`src/rtl/nfa_epsilon_closure_matcher_macros.svh`:
```
// Assertion shorthands shared by the matcher.
`ifndef NFA_EPSILON_CLOSURE_MATCHER_MACROS_SVH
`define NFA_EPSILON_CLOSURE_MATCHER_MACROS_SVH

// Same-cycle implication, disabled while reset is low.
`define NFA_ECM_ASSERT_IMP(label, a_clk, a_rst_n, ante, cons) \
    label: assert property (@(posedge a_clk) disable iff (!a_rst_n) (ante) |-> (cons)) \
        else $error("nfa_epsilon_closure_matcher: check failed");

// Next-cycle implication, disabled while reset is low.
`define NFA_ECM_ASSERT_NXT(label, a_clk, a_rst_n, ante, cons) \
    label: assert property (@(posedge a_clk) disable iff (!a_rst_n) (ante) |=> (cons)) \
        else $error("nfa_epsilon_closure_matcher: check failed");

`endif

```
`src/rtl/nfa_ecm_pkg.sv`:
```
`timescale 1ns / 1ps

package nfa_ecm_pkg;

    localparam int SET_W     = 16;
    localparam int SYM_W     = 8;
    localparam int IDX_W     = 4;
    localparam int ACT_W     = 3;
    localparam int CFG_IDX_W = 2;
    localparam int CFG_W     = 16;

    localparam logic [CFG_IDX_W-1:0] CFG_INITIAL_STATE = 2'd0;
    localparam logic [CFG_IDX_W-1:0] CFG_ACCEPT_MASK   = 2'd1;

    typedef enum logic [ACT_W-1:0] {
        ACT_RESTART   = 3'd0,
        ACT_LOAD_MOVE = 3'd1,
        ACT_LOAD_EPS  = 3'd2,
        ACT_FEED      = 3'd3,
        ACT_END       = 3'd4
    } action_t;

    typedef enum logic [2:0] {
        ST_CLEAR,
        ST_IDLE,
        ST_CLOSE,
        ST_MOVE,
        ST_MOVE_LAST,
        ST_DONE
    } state_t;

    typedef struct packed {
        logic wr_en;
        logic rd_en;
    } mtab_req_t;

    typedef struct packed {
        logic             load;
        logic             matched;
        logic [SET_W-1:0] final_set;
    } core_res_t;

endpackage

```
`src/rtl/nfa_ecm_core.sv`:
```
`timescale 1ns / 1ps

module nfa_ecm_core #(
    parameter int NUM_STATES  = 16,
    parameter int SYMBOL_BITS = 8,
    localparam int NS_EFF = (NUM_STATES < nfa_ecm_pkg::SET_W) ? NUM_STATES
                                                               : nfa_ecm_pkg::SET_W,
    localparam int SW     = $clog2(NS_EFF),
    localparam int MAW    = SW + SYMBOL_BITS
) (
    input  logic                                  clk,
    input  logic                                  rst_n,
    input  logic                                  in_valid,
    output logic                                  in_ready,
    input  logic [nfa_ecm_pkg::ACT_W-1:0]         action,
    input  logic [nfa_ecm_pkg::IDX_W-1:0]         state_index,
    input  logic [nfa_ecm_pkg::SYM_W-1:0]         symbol,
    input  logic [nfa_ecm_pkg::SET_W-1:0]         next_mask,
    input  logic [nfa_ecm_pkg::IDX_W-1:0]         initial_state,
    input  logic [nfa_ecm_pkg::SET_W-1:0]         accept_mask,
    input  logic                                  res_free,
    output nfa_ecm_pkg::core_res_t                res,
    output nfa_ecm_pkg::mtab_req_t                mem_req,
    output logic [MAW-1:0]                        mem_addr,
    output logic [nfa_ecm_pkg::SET_W-1:0]         mem_wdata,
    input  logic [nfa_ecm_pkg::SET_W-1:0]         mem_rdata
);

    localparam int DEPTH = NS_EFF << SYMBOL_BITS;
    localparam logic [nfa_ecm_pkg::SET_W-1:0] STATE_MASK =
        nfa_ecm_pkg::SET_W'((1 << NS_EFF) - 1);
    localparam logic [SW-1:0]  LAST_S = SW'(NS_EFF - 1);
    localparam logic [MAW-1:0] LAST_A = MAW'(DEPTH - 1);
    localparam logic [nfa_ecm_pkg::IDX_W:0] NS_LIM = (nfa_ecm_pkg::IDX_W + 1)'(NS_EFF);

    nfa_ecm_pkg::state_t state_reg, state_next;

    logic [SW-1:0]                 cnt_reg, cnt_next;
    logic [MAW-1:0]                clr_reg, clr_next;
    logic [nfa_ecm_pkg::SET_W-1:0] set_reg, set_next;
    logic [nfa_ecm_pkg::SET_W-1:0] acc_reg, acc_next;
    logic [SYMBOL_BITS-1:0]        sym_reg, sym_next;
    logic                          end_reg, end_next;
    logic                          chg_reg, chg_next;
    logic                          pend_reg, pend_next;
    logic [nfa_ecm_pkg::SET_W-1:0] eps_reg [NS_EFF];

    nfa_ecm_pkg::action_t          act;
    logic                          in_fire;
    logic                          idx_ok;
    logic                          eps_we;
    logic [SYMBOL_BITS-1:0]        sym_in;
    logic                          cur_on;
    logic [nfa_ecm_pkg::SET_W-1:0] grow;
    logic                          grows;
    logic                          pass_again;
    logic [nfa_ecm_pkg::SET_W-1:0] start_set;
    logic [nfa_ecm_pkg::SET_W-1:0] acc_sum;
    logic [nfa_ecm_pkg::SET_W-1:0] load_mask;

    assign act       = nfa_ecm_pkg::action_t'(action);
    assign in_ready  = (state_reg == nfa_ecm_pkg::ST_IDLE);
    assign in_fire   = in_valid && in_ready;
    assign idx_ok    = {1'b0, state_index} < NS_LIM;
    assign sym_in    = symbol[SYMBOL_BITS-1:0];
    assign load_mask = next_mask & STATE_MASK;

    // One state of the scan is merged per cycle; grow holds the bits it would add.
    assign cur_on     = set_reg[cnt_reg];
    assign grow       = cur_on ? (eps_reg[cnt_reg] & ~set_reg) : '0;
    assign grows      = |grow;
    assign pass_again = chg_reg || grows;

    // The initial state lies below sixteen, so the shift never leaves the word.
    assign start_set = (nfa_ecm_pkg::SET_W'(1) << initial_state) & STATE_MASK;
    assign acc_sum   = acc_reg | (pend_reg ? mem_rdata : '0);

    always_comb
    begin
        state_next = state_reg;
        unique case (state_reg)
            nfa_ecm_pkg::ST_CLEAR:
            begin
                if (clr_reg == LAST_A)
                begin
                    state_next = nfa_ecm_pkg::ST_IDLE;
                end
            end
            nfa_ecm_pkg::ST_IDLE:
            begin
                if (in_fire && (act == nfa_ecm_pkg::ACT_FEED || act == nfa_ecm_pkg::ACT_END))
                begin
                    state_next = nfa_ecm_pkg::ST_CLOSE;
                end
            end
            nfa_ecm_pkg::ST_CLOSE:
            begin
                if (cnt_reg == LAST_S && !pass_again)
                begin
                    state_next = end_reg ? nfa_ecm_pkg::ST_DONE : nfa_ecm_pkg::ST_MOVE;
                end
            end
            nfa_ecm_pkg::ST_MOVE:
            begin
                if (cnt_reg == LAST_S)
                begin
                    state_next = nfa_ecm_pkg::ST_MOVE_LAST;
                end
            end
            nfa_ecm_pkg::ST_MOVE_LAST:
            begin
                state_next = nfa_ecm_pkg::ST_IDLE;
            end
            nfa_ecm_pkg::ST_DONE:
            begin
                if (res_free)
                begin
                    state_next = nfa_ecm_pkg::ST_IDLE;
                end
            end
            default:
            begin
                state_next = nfa_ecm_pkg::ST_IDLE;
            end
        endcase
    end

    always_comb
    begin
        mem_req.wr_en = 1'b0;
        mem_req.rd_en = 1'b0;
        mem_addr      = {cnt_reg, sym_reg};
        mem_wdata     = '0;
        res.load      = 1'b0;
        res.matched   = |(set_reg & accept_mask);
        res.final_set = set_reg;
        unique case (state_reg)
            nfa_ecm_pkg::ST_CLEAR:
            begin
                mem_req.wr_en = 1'b1;
                mem_addr      = clr_reg;
            end
            nfa_ecm_pkg::ST_IDLE:
            begin
                if (in_fire && act == nfa_ecm_pkg::ACT_LOAD_MOVE && idx_ok)
                begin
                    mem_req.wr_en = 1'b1;
                    mem_addr      = {state_index[SW-1:0], sym_in};
                    mem_wdata     = load_mask;
                end
            end
            nfa_ecm_pkg::ST_MOVE:
            begin
                mem_req.rd_en = cur_on;
            end
            nfa_ecm_pkg::ST_DONE:
            begin
                res.load = res_free;
            end
            default:
            begin
            end
        endcase
    end

    always_comb
    begin
        cnt_next  = cnt_reg;
        clr_next  = clr_reg;
        set_next  = set_reg;
        acc_next  = acc_reg;
        sym_next  = sym_reg;
        end_next  = end_reg;
        chg_next  = chg_reg;
        pend_next = 1'b0;
        eps_we    = 1'b0;
        unique case (state_reg)
            nfa_ecm_pkg::ST_CLEAR:
            begin
                clr_next = clr_reg + 1'b1;
            end
            nfa_ecm_pkg::ST_IDLE:
            begin
                if (in_fire)
                begin
                    unique case (act)
                        nfa_ecm_pkg::ACT_RESTART:
                        begin
                            set_next = start_set;
                        end
                        nfa_ecm_pkg::ACT_LOAD_EPS:
                        begin
                            eps_we = idx_ok;
                        end
                        nfa_ecm_pkg::ACT_FEED:
                        begin
                            sym_next = sym_in;
                            end_next = 1'b0;
                            cnt_next = '0;
                            chg_next = 1'b0;
                        end
                        nfa_ecm_pkg::ACT_END:
                        begin
                            end_next = 1'b1;
                            cnt_next = '0;
                            chg_next = 1'b0;
                        end
                        default:
                        begin
                        end
                    endcase
                end
            end
            nfa_ecm_pkg::ST_CLOSE:
            begin
                set_next = set_reg | grow;
                if (cnt_reg == LAST_S)
                begin
                    // A pass with no growth means the set is closed.
                    cnt_next = '0;
                    chg_next = 1'b0;
                    acc_next = '0;
                end
                else
                begin
                    cnt_next = cnt_reg + 1'b1;
                    chg_next = pass_again;
                end
            end
            nfa_ecm_pkg::ST_MOVE:
            begin
                pend_next = cur_on;
                acc_next  = acc_sum;
                cnt_next  = (cnt_reg == LAST_S) ? '0 : cnt_reg + 1'b1;
            end
            nfa_ecm_pkg::ST_MOVE_LAST:
            begin
                set_next = acc_sum;
            end
            nfa_ecm_pkg::ST_DONE:
            begin
                if (res_free)
                begin
                    set_next = start_set;
                end
            end
            default:
            begin
            end
        endcase
    end

    always_ff @(posedge clk or negedge rst_n)
    begin
        if (!rst_n)
        begin
            state_reg <= nfa_ecm_pkg::ST_CLEAR;
            cnt_reg   <= '0;
            clr_reg   <= '0;
            set_reg   <= nfa_ecm_pkg::SET_W'(1);
            end_reg   <= 1'b0;
            chg_reg   <= 1'b0;
            pend_reg  <= 1'b0;
        end
        else
        begin
            state_reg <= state_next;
            cnt_reg   <= cnt_next;
            clr_reg   <= clr_next;
            set_reg   <= set_next;
            end_reg   <= end_next;
            chg_reg   <= chg_next;
            pend_reg  <= pend_next;
        end
    end

    always_ff @(posedge clk)
    begin
        acc_reg <= acc_next;
        sym_reg <= sym_next;
    end

    always_ff @(posedge clk or negedge rst_n)
    begin
        if (!rst_n)
        begin
            for (int i = 0; i < NS_EFF; i++)
            begin
                eps_reg[i] <= '0;
            end
        end
        else if (eps_we)
        begin
            eps_reg[state_index[SW-1:0]] <= load_mask;
        end
    end

endmodule

```
`config.mk`:
```
export PLATFORM = sky130hd
export DESIGN_NAME = nfa_ecm_core
export DESIGN_NICKNAME = d
export VERILOG_FILES = /design/src/rtl/nfa_epsilon_closure_matcher_macros.svh /design/src/rtl/nfa_ecm_pkg.sv /design/src/rtl/nfa_ecm_core.sv
export SDC_FILE = /design/constraint.sdc
export NUM_CORES = 1
export LEC_CHECK = 0
export BUFFER_PORTS_ARGS = -buffer_cell sky130_fd_sc_hd__buf_2
export CAP_MARGIN = 15
export CORE_UTILIZATION = 28
export DETAILED_ROUTE_END_ITERATION = 6
export HOLD_SLACK_MARGIN = 0.08
export MAX_ROUTING_LAYER = met4
export SYNTH_ARGS = -nofsm -noshare
export SYNTH_HDL_FRONTEND = slang
export SYNTH_SLANG_ARGS = --single-unit
```
`constraint.sdc`:
```
create_clock -name clk -period 4 [get_ports clk]
set_input_delay 0.8 -clock clk [delete_from_list [all_inputs] [get_ports clk]]
set_output_delay 0.8 -clock clk [all_outputs]
set_load 0.02 [all_outputs]
```
==> metrics <==
status finished clean; CP dominant cell by count nor3b_2; max-cap viol count 0; top cell type by total area after synthesis dfrtp_1; Net Sw Power 0.00351 W; DRC violations left 0; CTS tree done; Synth top area share 47.7%; Finished Cell Area 18000 µm²; Post-Synthesis Net Count 1237; HPWL after DPL 29200 µm; layout net count 1354; vias in the first global route 10512; drt first pass iters 5; Avg Vias per Cell 5.12; DRT antenna net count 0; Internal 0.00678 W; PortBufs 119; placement-stage cell area 16800 µm²; CP endpoint kind output port; HP Class input port to asynchronous set/reset pin; Final Hold Vio Count 0; IO Pins 120; Seq/Total Area, Yosys 52.5%; postcts setup bufs 0; Starting Density 28.5%; clk root buf clkbuf_16; Post-Synthesis Cells 1164; number of flip-flops under the largest register name 256; VDD IR max 0.274 mV; worst-path maximum fanout 25; CP delay by family, top simple AND/OR/NAND/NOR gates; drt total wl 43500 µm; Worst EP arrival 2990 ps; FFs w/ async S/R, synth 92.5%; site row count 85; clock share of power 31.9%; Total Routing Usage GR 16.0%; Core Region 54000 µm²; Clk Latency, worst-skew pair 530 ps; logic gate share of total power 28.6%; count of cell types in the netlist 67; Ys Warns 0; DIE AREA 55900 µm²; power density over the cells 571 nW/µm²; setup_tns 0 ps; Slew headroom 51.8%; post-layout min period 3790 ps; DR vias 10294; DR WL/cell 21.6 µm; path type of the worst setup path register to output port; RD Place Congestion 0.862; RSZ-0062 raised after global routing no; crit-path cells nor3b_2, nand2_1, or2_2, nor3b_2, buf_8, nor2_1, inv_1, o21ai_0, buf_2; most frequent cells in the layout dfrtp_1, mux2_2, buf_2; area of the mapped netlist 15400 µm²; LEAKAGE 8.45 nW; Synth Flop Type dfrtp_1; Final Cycle Share 94.9%; slowest cell delay on critical path 510 ps; WP buf/inv 3; Worst Max-Slew Pin Slew 723 ps; clk sink count 318; Reg clk slew, reported paths 60 ps; post-layout util 33.4%; Max Buffers Root-to-Sink 3; commonest non-fill, non-tap cell in the layout dfrtp_1; Worst Setup Start Kind register; Synth-to-Final Area Change 17.2%; synth top area cells dfrtp_1, mux2_2, mux4_2; fmax 264 MHz; fin. max-slew vios 0; number of setup violations in the final report 0; H-tree level count 2; Layout Skew 20.1 ps; share of cells above drive strength 1 41.5%; first-pass GRT wire length 66200 µm; syn avg cell area 13.2 µm²; Num CTS Buffers 36; initial antenna violation count 7; sw frac 34.1%; aggregate global routing overflow 0; Slowest cell on crit path dfrtp_1; Initial DRC Count 707; die height 236 µm; total power draw 0.0103 W; Req. time, crit path 3200 ps; Post-synth EDFFs 24; die width 236 µm; Reg power frac 39.4%; CTS Hold Buffers Added 0; register bit total from synthesis 318; largest net degree at the start of global routing 105; hold slack 237 ps
==> cells in the mapped netlist, types with 2 or more instances <==
cell      instances
a221oi_1          7
buf_2            25
xnor2_1           8
or3_1             2
nand3_1          17
mux4_2           55
nor2_2            3
nor2b_1           9
inv_1             8
buf_1             3
a21oi_1          46
and2_0            2
a22o_1            8
a31oi_1           8
and3_1            8
xor2_1            4
buf_6             4
o21ai_0          15
nor3_1            4
buf_4             3
mux2i_1          33
a22oi_1          15
nand4_1           5
and2_1           21
clkbuf_1         44
ha_1              2
a222oi_1          2
o21ai_1           2
dfrtp_1         293
o22a_1           11
mux4_1            3
nor2_1           72
nand3b_1          3
edfxtp_1         24
o22ai_1          15
nand2_1          72
a211oi_1          5
nand2b_1         13
o31ai_1           3
nor3b_1           3
buf_12            2
mux2_2          257
==> timing repair <==
item / 4_1_cts / 5_1_grt
gates cloned: 0 / 0
gates resized for setup: 1 / 3
endpoints found under the setup margin: 1 / 11
==> routing by layer <==
layer	share of wire (%)	wire (µm)	global-route usage [%]
met4	3.0	1300	5.23
met5	0	0	-
met3	6.1	2670	3.46
met2	46	19900	24.5
met1	45	19600	21.0
==> power groups by stage <==
| stage | Clock, W | Sequential [W] | Combinational, W |
|---|---|---|---|
| 6_report | 0.00329 | 0.00406 | 0.00295 |
| 5_1_grt | 0.00348 | 0.00411 | 0.00317 |
| 4_1_cts | 0.00335 | 0.00406 | 0.00294 |
| 3_5_place_dp | 0 | 0.00411 | 0.00293 |
| 3_3_place_gp | 0 | 0.00410 | 0.00290 |
| 2_1_floorplan | 0 | 0.00385 | 0.00214 |
==> worst register-to-register path, stage by stage (launching register included) <==
cell     delay [ps]
dfrtp_1         510
nor3b_2         320
nand2_1         120
or2_2           320
nor3b_1         480
nor2b_1         260
and2_1          250
nand3_2         530
mux2_2          500
==> kinds of logic (layout without fill, tap and decap cells) <==
kind of cell,count (synthesis),in the layout,share of synthesized area [%]
muxes,348,348,29.5
DFF,318,318,52.5
and+or+nand+nor,243,243,7.60
AOI/OAI and AO/OA,149,149,6.58
buffers and inverters,92,237,2.94
xor gates and xnor gates,12,12,0.683
adders and majority gates,2,2,0.163
other,0,4,0
==> cell type report <==
| type | instances | area, µm² |
|---|---|---|
| flip-flops and latches | 318 | 8090 |
| inverters | 10 | 37.5 |
| well taps | 696 | 871 |
| repair buffers | 161 | 978 |
| fillers | 5283 | 36000 |
| diodes | 4 | 10.0 |
| multi-input cells | 754 | 6880 |
| clock buffers | 61 | 1090 |
| clock inverters | 5 | 82.6 |
==> path summary, 6_finish.rpt <==
| path | slack [ps] | cells past startpoint | end | start |
|---|---|---|---|---|
| max in group asynchronous | 2700 | 2 | eps_reg[201]$_DFFE_PN0P_ | rst_n |
| min in group clk | 470 | 1 | sym_reg[7]$_DFFE_PP_ | symbol[7] |
| setup reg to reg | 580 | 8 | eps_reg[142]$_DFFE_PN0P_ | state_reg[1]$_DFFE_PN0P_ |
| setup / recovery | 210 | 9 | mem_addr[10] | state_reg[1]$_DFFE_PN0P_ |
| hold / removal | 240 | 1 | eps_reg[118]$_DFFE_PN0P_ | rst_n |
| hold reg to reg | 500 | 1 | eps_reg[3]$_DFFE_PN0P_ | eps_reg[3]$_DFFE_PN0P_ |
==> through the flow <==
step	instances	worst slack, ps
floorplan	1164	885
global placement	1939	602
detailed placement	1939	557
CTS	2005	94.5
global route	2008	1.87
finish	2009	206
(Power assumes the default switching activity.)
